==> config.mk <==
export PLATFORM = sky130hd
export DESIGN_NAME = button_press_classifier_top
export DESIGN_NICKNAME = d
export VERILOG_FILES = /design/src/bpc_pkg.sv /design/src/button_press_classifier_top.sv /design/src/bpc_core.sv /design/src/bpc_out_buf.sv
export SDC_FILE = /design/constraint.sdc
export NUM_CORES = 1
export LEC_CHECK = 0
export BUFFER_PORTS_ARGS = -buffer_cell sky130_fd_sc_hd__buf_2
export CAP_MARGIN = 0
export CELL_PAD_IN_SITES_DETAIL_PLACEMENT = 0
export CELL_PAD_IN_SITES_GLOBAL_PLACEMENT = 1
export CORE_ASPECT_RATIO = 0.5
export CORE_MARGIN = 2
export CORE_UTILIZATION = 51
export DETAILED_ROUTE_END_ITERATION = 16
export GPL_TIMING_DRIVEN = 0
export MAX_ROUTING_LAYER = met4
export PLACE_DENSITY = 0.94
export SETUP_SLACK_MARGIN = 0.4
export SLEW_MARGIN = 20
export SYNTH_ARGS = -nofsm -noshare
export SYNTH_HDL_FRONTEND = slang
export SYNTH_SLANG_ARGS = --single-unit
==> constraint.sdc <==
create_clock -name clk_i -period 7.4 [get_ports clk_i]
set_clock_uncertainty 0.1 [all_clocks]
set_input_delay 1.48 -clock clk_i [delete_from_list [all_inputs] [get_ports clk_i]]
set_output_delay 1.48 -clock clk_i [all_outputs]
set_load 0.03 [all_outputs]
==> src/bpc_pkg.sv <==
// shared types and constants of the button press classifier
package bpc_pkg;

  // configuration register indexes
  localparam logic [7:0] CfgDebounceTicks  = 8'd0;
  localparam logic [7:0] CfgLongPressTicks = 8'd1;

  // register reset values
  localparam logic [15:0] DebounceTicksReset  = 16'd10;
  localparam logic [15:0] LongPressTicksReset = 16'd1000;

  typedef enum logic [1:0] {
    EvIdle  = 2'd0,
    EvShort = 2'd1,
    EvLong  = 2'd2
  } press_event_e;

  typedef struct packed {
    logic pin_level;
    logic read_clear;
  } in_word_t;

  typedef struct packed {
    logic [1:0] press_event;
    logic       long_timer_running;
  } out_word_t;

endpackage

==> src/button_press_classifier_top.sv <==
// top level of the debounced short/long button press classifier
//
// channel | direction | handshake                   | word
// --------+-----------+-----------------------------+-------------------------------
// in      | input     | in_valid_i / in_ready_o     | in_word_i (pin_level, read_clear)
// out     | output    | out_valid_o / out_ready_i   | out_word_o (press_event, timer)
// cfg     | input     | cfg_valid_i / cfg_ready_o   | cfg_index_i, cfg_data_i
//
// one tick word is taken per cycle while in_ready_o is high; its result is registered
// the core state advances in the cycle of acceptance and the result is parked
// in a two-entry output buffer, so input keeps flowing while a result waits
// in_ready_o drops only when both buffer entries hold untaken results
// reset clears all state, the buffer and restores the default tick counts
// cfg writes are always taken and act at the next counter load
module button_press_classifier_top #(
  parameter int COUNT_WIDTH = 16
) (
  input  logic               clk_i,
  input  logic               rst_ni,
  input  logic               in_valid_i,
  output logic               in_ready_o,
  input  bpc_pkg::in_word_t  in_word_i,
  output logic               out_valid_o,
  input  logic               out_ready_i,
  output bpc_pkg::out_word_t out_word_o,
  input  logic               cfg_valid_i,
  output logic               cfg_ready_o,
  input  logic [7:0]         cfg_index_i,
  input  logic [15:0]        cfg_data_i
);
  import bpc_pkg::*;

  logic [15:0] debounce_ticks_q;
  logic [15:0] long_press_ticks_q;
  logic        step;
  logic        space;
  out_word_t   res_word;

  // configuration registers, unknown indexes are dropped
  assign cfg_ready_o = 1'b1;

  always_ff @(posedge clk_i or negedge rst_ni) begin
    if (!rst_ni) begin
      debounce_ticks_q   <= DebounceTicksReset;
      long_press_ticks_q <= LongPressTicksReset;
    end else if (cfg_valid_i) begin
      if (cfg_index_i == CfgDebounceTicks) begin
        debounce_ticks_q <= cfg_data_i;
      end else if (cfg_index_i == CfgLongPressTicks) begin
        long_press_ticks_q <= cfg_data_i;
      end
    end
  end

  // a tick advances the core only when its result has a buffer slot
  assign in_ready_o = space;
  assign step       = in_valid_i && space;

  bpc_core #(
    .COUNT_WIDTH(COUNT_WIDTH)
  ) u_core (
    .clk_i              (clk_i),
    .rst_ni             (rst_ni),
    .step_i             (step),
    .in_word_i          (in_word_i),
    .debounce_ticks_i   (debounce_ticks_q),
    .long_press_ticks_i (long_press_ticks_q),
    .res_word_o         (res_word)
  );

  // result register plus skid entry
  bpc_out_buf u_out_buf (
    .clk_i       (clk_i),
    .rst_ni      (rst_ni),
    .push_i      (step),
    .push_word_i (res_word),
    .space_o     (space),
    .out_valid_o (out_valid_o),
    .out_ready_i (out_ready_i),
    .out_word_o  (out_word_o)
  );

endmodule

==> src/bpc_core.sv <==
// per-tick debounce and short/long press state update
module bpc_core #(
  parameter int COUNT_WIDTH = 16
) (
  input  logic              clk_i,
  input  logic              rst_ni,
  input  logic              step_i,
  input  bpc_pkg::in_word_t in_word_i,
  input  logic [15:0]       debounce_ticks_i,
  input  logic [15:0]       long_press_ticks_i,
  output bpc_pkg::out_word_t res_word_o
);
  import bpc_pkg::*;

  localparam logic [32:0] CntMaxWide = (33'd1 << COUNT_WIDTH) - 33'd1;
  localparam logic [COUNT_WIDTH-1:0] CntOne = COUNT_WIDTH'(1);
  localparam logic [COUNT_WIDTH-1:0] CntZero = '0;

  logic                   armed_level_q, armed_level_d;
  logic                   captured_level_q, captured_level_d;
  logic                   debounce_busy_q, debounce_busy_d;
  logic [COUNT_WIDTH-1:0] debounce_left_q, debounce_left_d;
  logic [COUNT_WIDTH-1:0] long_left_q, long_left_d;
  logic                   long_running_q, long_running_d;
  logic                   long_seen_q, long_seen_d;
  press_event_e           latched_event_q, latched_event_d;

  logic [COUNT_WIDTH-1:0] deb_load, long_load;
  logic                   do_settle;
  press_event_e           event_now;

  // saturate register values into the counter range
  function automatic logic [COUNT_WIDTH-1:0] clamp_count(input logic [15:0] v);
    logic [31:0] ext;
    ext = 32'(v);
    if (ext > CntMaxWide[31:0]) begin
      return CntMaxWide[COUNT_WIDTH-1:0];
    end
    return ext[COUNT_WIDTH-1:0];
  endfunction

  assign deb_load  = clamp_count(debounce_ticks_i);
  assign long_load = clamp_count(long_press_ticks_i);

  always_comb begin
    armed_level_d    = armed_level_q;
    captured_level_d = captured_level_q;
    debounce_busy_d  = debounce_busy_q;
    debounce_left_d  = debounce_left_q;
    long_left_d      = long_left_q;
    long_running_d   = long_running_q;
    long_seen_d      = long_seen_q;
    event_now        = latched_event_q;
    do_settle        = 1'b0;

    // long timer counts first
    if (long_running_q) begin
      if (long_left_q != CntZero) begin
        long_left_d = long_left_q - CntOne;
      end
      if (long_left_d == CntZero) begin
        event_now      = EvLong;
        long_seen_d    = 1'b1;
        long_running_d = 1'b0;
      end
    end

    // debounce wait and capture
    if (debounce_busy_q) begin
      if (debounce_left_q != CntZero) begin
        debounce_left_d = debounce_left_q - CntOne;
      end
      if (debounce_left_d == CntZero) begin
        do_settle = 1'b1;
      end
    end else if (in_word_i.pin_level != armed_level_q) begin
      captured_level_d = in_word_i.pin_level;
      if (deb_load == CntZero) begin
        do_settle = 1'b1;
      end else begin
        debounce_busy_d = 1'b1;
        debounce_left_d = deb_load;
      end
    end

    if (do_settle) begin
      debounce_busy_d = 1'b0;
      debounce_left_d = CntZero;
      if (in_word_i.pin_level == captured_level_d) begin
        if (!captured_level_d) begin
          long_seen_d    = 1'b0;
          long_running_d = 1'b1;
          long_left_d    = (long_load == CntZero) ? CntOne : long_load;
        end else begin
          if (!long_seen_d) begin
            event_now = EvShort;
          end
          long_running_d = 1'b0;
          long_left_d    = CntZero;
        end
      end
      armed_level_d = in_word_i.pin_level;
    end

    res_word_o.press_event        = event_now;
    res_word_o.long_timer_running = long_running_d;

    latched_event_d = in_word_i.read_clear ? EvIdle : event_now;
  end

  always_ff @(posedge clk_i or negedge rst_ni) begin
    if (!rst_ni) begin
      armed_level_q    <= 1'b1;
      captured_level_q <= 1'b0;
      debounce_busy_q  <= 1'b0;
      debounce_left_q  <= CntZero;
      long_left_q      <= CntZero;
      long_running_q   <= 1'b0;
      long_seen_q      <= 1'b0;
      latched_event_q  <= EvIdle;
    end else if (step_i) begin
      armed_level_q    <= armed_level_d;
      captured_level_q <= captured_level_d;
      debounce_busy_q  <= debounce_busy_d;
      debounce_left_q  <= debounce_left_d;
      long_left_q      <= long_left_d;
      long_running_q   <= long_running_d;
      long_seen_q      <= long_seen_d;
      latched_event_q  <= latched_event_d;
    end
  end

  a_long_left_nonzero: assert property (@(posedge clk_i) disable iff (!rst_ni)
    long_running_q |-> long_left_q != CntZero)
    else $error("long timer running with zero count");

  a_debounce_left_nonzero: assert property (@(posedge clk_i) disable iff (!rst_ni)
    debounce_busy_q |-> debounce_left_q != CntZero)
    else $error("debounce wait busy with zero count");

  a_idle_when_no_step: assert property (@(posedge clk_i) disable iff (!rst_ni)
    !step_i |=> $stable(latched_event_q) && $stable(long_running_q))
    else $error("state changed without a tick");

endmodule

==> src/bpc_out_buf.sv <==
// two-entry result buffer between the core and the output channel
module bpc_out_buf (
  input  logic               clk_i,
  input  logic               rst_ni,
  input  logic               push_i,
  input  bpc_pkg::out_word_t push_word_i,
  output logic               space_o,
  output logic               out_valid_o,
  input  logic               out_ready_i,
  output bpc_pkg::out_word_t out_word_o
);
  import bpc_pkg::*;

  out_word_t  mem_q [2];
  logic       wr_ptr_q, rd_ptr_q;
  logic [1:0] count_q;
  logic       pop;

  assign space_o     = (count_q != 2'd2);
  assign out_valid_o = (count_q != 2'd0);
  assign out_word_o  = mem_q[rd_ptr_q];
  assign pop         = out_valid_o && out_ready_i;

  always_ff @(posedge clk_i) begin
    if (push_i) begin
      mem_q[wr_ptr_q] <= push_word_i;
    end
  end

  always_ff @(posedge clk_i or negedge rst_ni) begin
    if (!rst_ni) begin
      wr_ptr_q <= 1'b0;
      rd_ptr_q <= 1'b0;
      count_q  <= 2'd0;
    end else begin
      if (push_i) begin
        wr_ptr_q <= ~wr_ptr_q;
      end
      if (pop) begin
        rd_ptr_q <= ~rd_ptr_q;
      end
      case ({push_i, pop})
        2'b10:   count_q <= count_q + 2'd1;
        2'b01:   count_q <= count_q - 2'd1;
        default: count_q <= count_q;
      endcase
    end
  end

endmodule
==> impl_results.md, run 1 <==
* Status: finished, final reports clean
* Largest net degree at the start of global routing at 59
* Most used flip-flop cell after synthesis: dfrtp_1
* Synth warn at 0
* Worst Tran Pin Value at 0.755 ns
* Count leader, synth: dfrtp_1
* Clock sinks at 81
* Vias in the first global route at roughly 4,200
* Worst Path Required at approximately 7.6 ns
* Hold slack at between 0.3 and 0.4 ns
* DRC viols at 0
* Layout area overhead at 13.3%
* Critical Path Fanout Max at 10
* Slew headroom at around half
* Reg2reg start: u_core.long_left_q[0]
* Initial antenna violation count at 0
* Setup TNS at 0 ns
* # hold bufs at CTS at 0
* Synthesized-area fraction occupied by adder cells at less than 1%
* Final WL at roughly 14,000 um
* PortBufs at 34
* Worst reg-to-reg setup slack at ~3.8 ns
* WL/cell at ~20 um
* Final Power at between 1.5 and 2 mW
* Setup bufs post-CTS at 0
* Number of synthesized flops with an enable pin at 6
* Maximum clock frequency at around 250 MHz
* Skew-Pair Late Insertion Delay at roughly 0.34 ns
* Combinational family with the most area after synthesis: simple AND/OR/NAND/NOR gates
* Critical path type: input port to flop
* Vias per cell at ~6.4
* Antenna cells at 0
* Synthesized flop and latch total at between 80 and 90
* GPL Wtd Cong at around 0.94
* Power Density at 336 mW/mm2
* Detailed placer's ending HPWL at between 10,000 and 15,000 um
* Worst VDD drop at between 150 and 200 uV
* Gr usage total at 28.7%
* Setup-failing EPs final at 0
* First-pass GRT wire length at 22,300 um
* Post-synthesis cell count at between 500 and 600
* Post-route cell area at about 0.0056 mm2
* MaxCap Viol Count at 0
* Drt first pass iters at 5
* Hold Startpoint: u_out_buf.count_q[1]
* Top cell type's share of synthesized area at about a third
* DRT iter0 DRCs at 534
* Compound-Gate Fraction of Synth Area at about a fifth
* Die footprint at about 0.011 mm2
* Num CTS Buffers at 9
* Post-synthesis cell type count at a little under 80
* Final worst setup slack at around 3.4 ns
* Synth area leaders: dfrtp_1, mux2_2, dfstp_2
* Core area at roughly 0.0094 mm2
* ANT nets after route at 0
* Gr ovfl total at 0
* Sequential area share after synthesis at between 40% and 50%
* Row count at 25
* Total number of vias at approximately 4,500
* Placement Setup Slack at 3.06 ns
* # nets final at between 600 and 700
* Min Tclk post-route at a little over 4 ns
* Final Cycle Share at ~55%
* Leakage power total at around 2.3 nW
* CP Capture Type: flop
* TritonCTS clock tree: yes
* Post-CTS Resized at 0
* Xor and xnor area share after synthesis at roughly 2.3%
* Share of flip-flops with an asynchronous set or reset at 92.6%
* Fraction of the mapped netlist area in simple logic gates at between 20% and 30%
* # fillers at slightly above 800
* Die W at 143 um
* Clk pin slew, worst setup/hold paths at 0.06 ns
* Unrepaired setup endpoints after global routing: no
* Io pins at 37
* Maximum clock insertion buffer count at 2
* CP startpoint kind: input port
* Mux cell area share after synthesis at a little under 10%
* Reg2reg path depth at 10
* Arr. time, crit path at 4.21 ns
* Reg-to-reg endpoint: u_out_buf.mem_q[1][1]
* Initial cell density of the core at between 50% and 60%
* Final Hold Vio Count at 0
* Worst hold path class: flop to flop
* Synth area leader: dfrtp_1
* Max-slew violation count at 0
* Hold Path End: u_out_buf.count_q[1]
* Syn_area_per_cell at between 9 and 10 um2
* H-tree Lvls at 3
* Die height at around 74 um
* Mapped Area at roughly 0.0049 mm2
* Area after DPL at approximately 0.0053 mm2
* Clock root buffer: clkbuf_16
* Syn_nets at 557
* Top cells by count, synth: dfrtp_1, nand2_1, nor2_1
* Proportion of layout cells with a drive suffix above 1 at 22.0%
* Hold depth at 1
-- metal layers --
layer / GRT usage, % / routed length (um)
met4: 7.52 / 218
met2: 45.3 / 6590
met1: 38.4 / 6220
met5: - / 0
met3: 5.80 / 954
-- worst max path at each step --
stage / from / end / slack, ns / cells past startpoint
after floorplan: in_valid_i / u_out_buf.count_q[1] / 4.01 / 9
after global placement: in_valid_i / u_out_buf.count_q[1] / 3.05 / 10
after detailed placement: in_valid_i / u_out_buf.count_q[1] / 3.06 / 10
after CTS: in_valid_i / u_out_buf.count_q[1] / 3.40 / 10
after global routing: in_valid_i / u_out_buf.count_q[1] / 3.19 / 10
final: in_valid_i / u_out_buf.count_q[1] / 3.36 / 10
-- critical path: stages --
cell and delay (ns):
buf_2 0.10, and2_1 0.13, clkbuf_1 0.27, inv_1 0.14
clkbuf_1 0.45, buf_2 0.37, buf_1 0.62, ha_1 0.37
nor2_1 0.14, xor2_1 0.15
-- layout make-up --
class                   instances  area, um2  area share [%]
repair buffers                 35        200            3.57
inverters                      15       56.3            1.00
well taps                     135        169            3.01
clock buffers                  12        268            4.77
flip-flops and latches         81       2070            36.9
clock inverters                 3       22.5           0.402
plain buffers                  38        201            3.59
multi-input cells             389       2620            46.8
-- per-stage QoR --
| stage | cells | utilization, % |
|---|---|---|
| 4_1_cts | 708 | 59.4 |
| 2_1_floorplan | 523 | - |
| 3_5_place_dp | 693 | 56.3 |
| 3_3_place_gp | 692 | 56.0 |
| 5_1_grt | 708 | 59.4 |
| 6_report | 708 | 59.4 |
-- cell usage in the layout, fill, tap and decap left out, types with 3 or more instances in the layout --
master and instances:
mux2i_1 8, o211ai_1 3, a21oi_1 31, dfrtp_1 66
buf_6 4, ha_1 3, buf_4 3, edfxtp_1 6
nand4_1 7, o22ai_1 10, a21o_1 4, nor3_1 23
mux2_2 35, nand3_1 19, o21ai_1 3, and2_1 3
buf_2 40, a31oi_1 6, clkbuf_16 10, o21ai_0 26
nor2b_1 3, a221oi_1 5, or4_1 4, o22a_1 5
nand3b_1 3, or2_2 4, clkbuf_1 22, nand2_1 39
a211o_1 7, and3_1 5, dfstp_2 9, a22oi_1 6
inv_1 15, xnor2_1 7, nor2_1 36, nor4_1 20
a221o_1 3, or3_1 9, xor2_1 6
-- logic make-up after synthesis --
kind of cell / count (synthesis)
simple gates: 193
flops: 81
buf+inv: 53
mux: 44
other cells: 1
xor+xnor: 13
fa+ha+maj: 3
compound gates: 135
-- sequential cells by signal, summed over array words and instances (netlist names) --
register,count
debounce_ticks_q,16
long_press_ticks_q,16
u_core.armed_level_q,1
u_core.captured_level_q,1
u_core.debounce_busy_q,1
u_core.debounce_left_q,16
u_core.latched_event_q,2
u_core.long_left_q,16
u_core.long_running_q,1
u_core.long_seen_q,1
u_out_buf.count_q,2
u_out_buf.mem_q,6
u_out_buf.rd_ptr_q,1
u_out_buf.wr_ptr_q,1
-- power breakdown --
part,total [mW],leakage (nW),switching [mW],internal (mW)
Sequential,0.670,0.961,0.113,0.557
Clock,0.437,0.144,0.181,0.256
Combinational,0.779,1.22,0.477,0.301
(Power assumes the default switching activity.)
==> inputs of run 2 (changes only) <==
--- a/config.mk
+++ b/config.mk
@@ -11,11 +11,11 @@
 export CELL_PAD_IN_SITES_GLOBAL_PLACEMENT = 1
 export CORE_ASPECT_RATIO = 0.5
 export CORE_MARGIN = 2
-export CORE_UTILIZATION = 51
+export CORE_UTILIZATION = 43
 export DETAILED_ROUTE_END_ITERATION = 16
 export GPL_TIMING_DRIVEN = 0
 export MAX_ROUTING_LAYER = met4
-export PLACE_DENSITY = 0.94
+export PLACE_DENSITY = 0.85
 export SETUP_SLACK_MARGIN = 0.4
 export SLEW_MARGIN = 20
 export SYNTH_ARGS = -nofsm -noshare
==> constraint.sdc (replaced) <==
create_clock -name clk_i -period 3.6 [get_ports clk_i]
set_clock_uncertainty 0.1 [all_clocks]
set_input_delay 0.72 -clock clk_i [delete_from_list [all_inputs] [get_ports clk_i]]
set_output_delay 0.72 -clock clk_i [all_outputs]
set_load 0.03 [all_outputs]
==> run 2 against run 1 <==
  * Clock power grew 120%
  * Final cell count grew 3.1%
  * Combinational power grew 120%
  * Highest routed layer unchanged
==> impl_results.md, run 2 (synthesis gave the netlist of run 1 again) <==
* CP Capture Type: flop
* Slowest-stage cell, CP: or4_4
* Worst VDD drop at 277 uV (+63%)
* WL/cell at 19.5 um (-1.1%)
* MaxCap Viol Count at 0 (unchanged)
* Largest net degree at the start of global routing at 59 (unchanged)
* Critical path type: flop to flop
* Worst reg-to-reg setup slack at 0.44 ns (-3.36 ns)
* Worst Path Required at 3.73 ns (-3.84 ns)
* Die footprint at 0.0124 mm2 (+18%)
* Num CTS Buffers at 9 (unchanged)
* Critical Path Fanout Max at 7 (-3)
* Final WL at 14,300 um (+2.0%)
* Reg-to-reg endpoint: u_core.long_left_q[3]
* First-pass GRT wire length at 22,400 um (+0.34%)
* Vias per cell at 6.15 (-3.8%)
* Grt peak-use layer: met2
* Commonest cells after routing, fill and taps aside: dfrtp_1, buf_2, nand2_1, mux2_2, nor2_1
* CP startpoint kind: flop
* # nets final at 614 (+1.8%)
* Drt first pass iters at 5 (unchanged)
* Proportion of layout cells with a drive suffix above 1 at 28.4% (+6.4 points)
* Commonest non-fill, non-tap cell in the layout: dfrtp_1
* GR Layer Usage met1 at 32.8% (-5.6 points)
* Initial antenna violation count at 0 (unchanged)
* Layout area overhead at 20.2%
* Maximum clock frequency at ~320 MHz
* Setup-failing EPs final at 0 (unchanged)
* GPL Wtd Cong at 0.951 (+1.6%)
* Worst hold path class: input port to async pin
* PortBufs at 34 (unchanged)
* DRC viols at 0 (unchanged)
* Status: finished, final reports clean
* Clock root buffer: clkbuf_16
* Min Tclk post-route at around 3.2 ns
* Grt met2 use at 37.5% (-7.8 points)
* Detailed placer's ending HPWL at 10,100 um (about the same)
* DRT iter0 DRCs at 389 (-27%)
* Reg2reg start: u_core.debounce_left_q[0]
* H-tree Lvls at 3 (unchanged)
* Die W at 156 um (+8.7%)
* Core Util, Final at 53.5% (-5.8 points)
* Post-Layout Cell Count at 730 (+3.1%)
* Gr ovfl total at 0 (unchanged)
* Worst Tran Pin Value at 0.761 ns (+0.00575 ns)
* CP peak stage delay at 0.48 ns (-0.14 ns)
* TritonCTS clock tree: yes
* Met3 Usage GRT at 4.45% (-1.4 points)
* Reg2reg path depth at 11 (+1)
* Bufs and invs on worst path at 3 (-3)
* Unrepaired setup endpoints after global routing: no
* # hold bufs at CTS at 0 (unchanged)
* Clk pin slew, worst setup/hold paths at 0.07 ns (about the same)
* ANT nets after route at 0 (unchanged)
* Core area at 0.0111 mm2 (+18%)
* Die height at 79.9 um (+8.4%)
* Skew-Pair Late Insertion Delay at 0.34 ns (about the same)
* Power Density at 690 mW/mm2 (+110%)
* Max-slew violation count at 0 (unchanged)
* Final Cycle Share at a little under 90%
* Maximum clock insertion buffer count at 2 (unchanged)
* CP dominant cell by count: buf_6
* Slew headroom at 49.1% (-0.56 points)
* CP delay by family, top: simple AND/OR/NAND/NOR gates
* Final Hold Vio Count at 0 (unchanged)
* Leakage power total at 2.43 nW (+4.2%)
* Antenna cells at 0 (unchanged)
* Initial cell density of the core at 44.5% (-7.9 points)
* Row count at 27 (+8.0%)
* Clock sinks at 81 (unchanged)
* CP Cell Sequence: buf_6 -> nor4_4 -> nand3_2 -> xnor2_1 -> or4_4 -> a2111oi_4 -> or2_1 -> buf_6 -> buf_8 -> a21oi_2 -> a211o_1
* Vias in the first global route at 4,144 (-1.1%)
* Io pins at 37 (unchanged)
* Total number of vias at 4,493 (-0.86%)
* Placed cells at 703 (+1.4%)
* Gr usage total at 24.1% (-4.5 points)
* Arr. time, crit path at 3.29 ns (-0.92 ns)
[run 2: worst register-to-register path: stages (launching register included)]
cell and delay [ns]:
dfrtp_1 0.38, buf_6 0.14, nor4_4 0.38, nand3_2 0.17
xnor2_1 0.18, or4_4 0.48, a2111oi_4 0.43, or2_1 0.18
buf_6 0.15, buf_8 0.14, a21oi_2 0.05, a211o_1 0.27
[run 2: how the worst max path moves through the flow]
stage,startpoint,end,depth (start not counted)
final,u_core.debounce_left_q[0],u_core.long_left_q[3],11
after global routing,u_core.debounce_left_q[4],u_core.long_left_q[5],11
after CTS,u_core.debounce_left_q[0],u_core.long_left_q[3],13
after detailed placement,in_valid_i,u_out_buf.count_q[1],10
after global placement,in_valid_i,u_out_buf.count_q[1],10
after floorplan,u_core.long_left_q[0],u_out_buf.mem_q[0][1],10
[run 2: report_power, final]
part / switching (mW) / total, mW / internal, mW
clock network: 0.396 / 0.982 / 0.587
registers: 0.244 / 1.39 / 1.14
logic: 1.03 / 1.73 / 0.701
total: 1.67 / 4.10 / 2.43
[run 2: per-layer routing]
metal  share of wire [%]  up-vias
li1                    -     2092
met1                  46     2201
met2                  46      175
met3                 6.2       25
met4                 2.1        0
met5                   0        -
[run 2: metrics by stage]
| step | instance area (um2) | hold slack (ns) | TNS [ns] | total power, mW | setup slack (ns) |
|---|---|---|---|---|---|
| floorplan | 4950 | 0.324 | 0 | 2.50 | 0.715 |
| global placement | 5300 | 0.371 | -0.0334 | 2.90 | -0.0334 |
| detailed placement | 5330 | 0.379 | -0.0546 | 2.94 | -0.0546 |
| CTS | 5770 | 0.155 | 0 | 3.99 | 0.410 |
| global route | 5950 | 0.157 | 0 | 4.35 | 0.367 |
| finish | 5950 | 0.153 | 0 | 4.10 | 0.442 |
[run 2: layout make-up]
| class | count | area (um2) |
|---|---|---|
| fill | 987 | 5160 |
| multi-input combinational | 389 | 2790 |
| sequential | 81 | 2070 |
| timing repair buffer | 46 | 318 |
| clock buffer | 10 | 250 |
| buffer | 38 | 208 |
| tap | 145 | 181 |
| clock inverter | 6 | 71.3 |
| inverter | 15 | 61.3 |
[run 2: timing repair]
item / CTS / global route
cloned: 0 / 2
setup buffers: 2 / 7
endpoints found under the setup margin: 32 / 23
resized for setup: 19 / 19
pin swaps: 4 / 10
==> inputs of run 3 (changes only) <==
--- a/config.mk
+++ b/config.mk
@@ -11,11 +11,11 @@
 export CELL_PAD_IN_SITES_GLOBAL_PLACEMENT = 1
 export CORE_ASPECT_RATIO = 0.5
 export CORE_MARGIN = 2
-export CORE_UTILIZATION = 43
+export CORE_UTILIZATION = 42
 export DETAILED_ROUTE_END_ITERATION = 16
 export GPL_TIMING_DRIVEN = 0
 export MAX_ROUTING_LAYER = met4
-export PLACE_DENSITY = 0.85
+export PLACE_DENSITY = 0.83
 export SETUP_SLACK_MARGIN = 0.4
 export SLEW_MARGIN = 20
 export SYNTH_ARGS = -nofsm -noshare
==> run 3 against run 2 <==
  * Register-to-register slack about the same
  * Maximum frequency down 0.28%
  * Combinational power about the same
  * Clock power down 13%
  * Utilization down 1.0 points
  * Critical path type unchanged
  * Critical endpoint is now u_core.long_left_q[6]
  * Largest power group unchanged
==> impl_results.md, run 3 (synthesis gave the netlist of run 1 again) <==
* Commonest cells after routing, fill and taps aside: dfrtp_1, buf_2, nand2_1, mux2_2, nor2_1
* WL/cell at 19.3 um (-1.3%)
* Critical Path Fanout Max at 8 (+1)
* Power Density at 674 mW/mm2 (-2.3%)
* Detailed placer's ending HPWL at 10,200 um (+1.3%)
* Area after DPL at 0.00535 mm2 (+0.33%)
* Final WL at 14,300 um (+0.62%)
* Worst VDD drop at 293 uV (+5.7%)
* DRC viols at 0 (unchanged)
* Clock sinks at 81 (unchanged)
* First-pass GRT wire length at 22,300 um (-0.71%)
* DRT iter0 DRCs at 352 (-9.5%)
* Layout area overhead at 19.4%
* # nets final at 614 (unchanged)
* Sequential cell area at 0.00207 mm2 (unchanged)
* Gr usage total at 23.8% (-0.39 points)
* Area of the multi-input gates at 0.00281 mm2 (+0.58%)
* Skew-Pair Late Insertion Delay at 0.35 ns (about the same)
* Worst hold path class: input port to async pin
* CP Capture Type: flop
* Placed cells at 717 (+2.0%)
* Maximum clock frequency at 316 MHz (-0.28%)
* Reg2reg start: u_core.debounce_left_q[1]
* Core area at 0.0112 mm2 (+1.2%)
* CP startpoint kind: flop
* Row count at 27 (unchanged)
* Worst Path Required at 3.73 ns (about the same)
* Unrepaired setup endpoints after global routing: yes
* Io pins at 37 (unchanged)
* Min Tclk post-route at 3.17 ns (+0.00899 ns)
* Reg-to-reg endpoint: u_core.long_left_q[6]
* Worst reg-to-reg setup slack at 0.43 ns (about the same)
* Maximum clock insertion buffer count at 2 (unchanged)
* Status: finished, final reports clean
* Commonest non-fill, non-tap cell in the layout: dfrtp_1
* Proportion of layout cells with a drive suffix above 1 at 27.7% (-0.68 points)
* GPL Wtd Cong at 0.891 (-6.3%)
* Gr ovfl total at 0 (unchanged)
* H-tree Lvls at 3 (unchanged)
* Clock root buffer: clkbuf_16
* Leakage power total at 2.39 nW (-1.4%)
* Vias in the first global route at 4,114 (-0.72%)
* Initial cell density of the core at 44.0% (-0.53 points)
* Total number of vias at 4,489 (-0.089%)
* Worst Tran Pin Value at 0.762 ns (+0.00178 ns)
* Clk pin slew, worst setup/hold paths at 0.06 ns (about the same)
* Vias per cell at 6.03 (-2.0%)
* Final Cycle Share at 88.0% (+0.25 points)
* MaxCap Viol Count at 0 (unchanged)
* Drt first pass iters at 7 (+2)
* Num CTS Buffers at 9 (unchanged)
* Antenna cells at 0 (unchanged)
* # fillers at 1,028 (+4.2%)
* Largest net degree at the start of global routing at 45 (-24%)
* PortBufs at 34 (unchanged)
* TritonCTS clock tree: yes
* Post-Layout Cell Count at 744 (+1.9%)
* Initial antenna violation count at 0 (unchanged)
* Die footprint at 0.0127 mm2 (+2.3%)
* Arr. time, crit path at 3.30 ns (about the same)
* Reg2reg path depth at 12 (+1)
* Final Hold Vio Count at 0 (unchanged)
* Die height at 80.8 um (+1.1%)
* Post-route cell area at 0.00591 mm2 (-0.69%)
* Max-slew violation count at 0 (unchanged)
* Slew headroom at 48.8% (-0.34 points)
* Setup-failing EPs final at 0 (unchanged)
* ANT nets after route at 0 (unchanged)
* Critical path type: flop to flop
* Die W at 158 um (+1.2%)
run 3: cell types whose count changed in the layout (fill, tap and decap cells not counted), moves of 2 or more:
cell and change:
a21oi_1 +2, a21oi_2 -2, clkbuf_16 -2, clkbuf_1 +3
run 3: worst max path at each step:
stage | depth (start not counted) | start | end
3_5_place_dp | 10 | in_valid_i | u_out_buf.count_q[1]
5_1_grt | 11 | u_core.debounce_left_q[7] | u_core.long_left_q[15]
6_report | 12 | u_core.debounce_left_q[1] | u_core.long_left_q[6]
3_3_place_gp | 10 | in_valid_i | u_out_buf.count_q[1]
4_1_cts | 11 | u_core.debounce_left_q[0] | u_core.long_left_q[12]
2_1_floorplan | 10 | u_core.long_left_q[0] | u_out_buf.mem_q[0][1]
run 3: through the flow:
| step | TNS, ns | power, mW | setup WS [ns] | hold slack, ns | utilization [%] |
|---|---|---|---|---|---|
| finish | 0 | 3.98 | 0.433 | 0.223 | 52.5 |
| CTS | 0 | 3.86 | 0.420 | 0.234 | 50.8 |
| floorplan | 0 | 2.50 | 0.715 | 0.324 | - |
| global route | 0 | 4.22 | 0.362 | 0.250 | 52.5 |
| detailed placement | -0.0381 | 2.94 | -0.0381 | 0.388 | 47.5 |
| global placement | 0 | 2.92 | 0.00983 | 0.373 | 47.3 |
run 3: layout make-up:
| class | count | area share [%] |
|---|---|---|
| tap | 159 | 3.37 |
| clock inverter | 4 | 0.508 |
| inverter | 15 | 0.995 |
| sequential | 81 | 35.0 |
| buffer | 38 | 3.52 |
| clock buffer | 12 | 4.00 |
| multi-input combinational | 389 | 47.5 |
| timing repair buffer | 46 | 5.08 |
run 3: critical path, stage by stage, from the launching register on:
cell	delay, ns
dfrtp_2	0.47
inv_4	0.10
ha_4	0.19
or4b_4	0.49
o21ai_4	0.15
o2111a_2	0.23
nand4_2	0.13
a2111oi_4	0.41
or2_1	0.18
buf_6	0.14
clkbuf_16	0.15
nor3_1	0.05
a211o_1	0.27
run 3: routing by layer:
metal	track usage (%)	part of all wire [%]
met2	34.7	45
met4	6.64	1.4
met5	-	0
met1	33.7	48
met3	4.80	6.1
run 3: repair_timing:
action / CTS / global route
pin swaps: 3 / 8
hold buffers: 0 / 0
gates cloned: 0 / 1
gates resized for setup: 15 / 25
buffers inserted: 2 / 8
setup endpoints to repair: 30 / 26
run 3: power by group:
part	leakage, nW	switching (mW)	internal [mW]
registers	0.959	0.254	1.14
clock network	0.124	0.382	0.471
logic	1.31	1.03	0.702
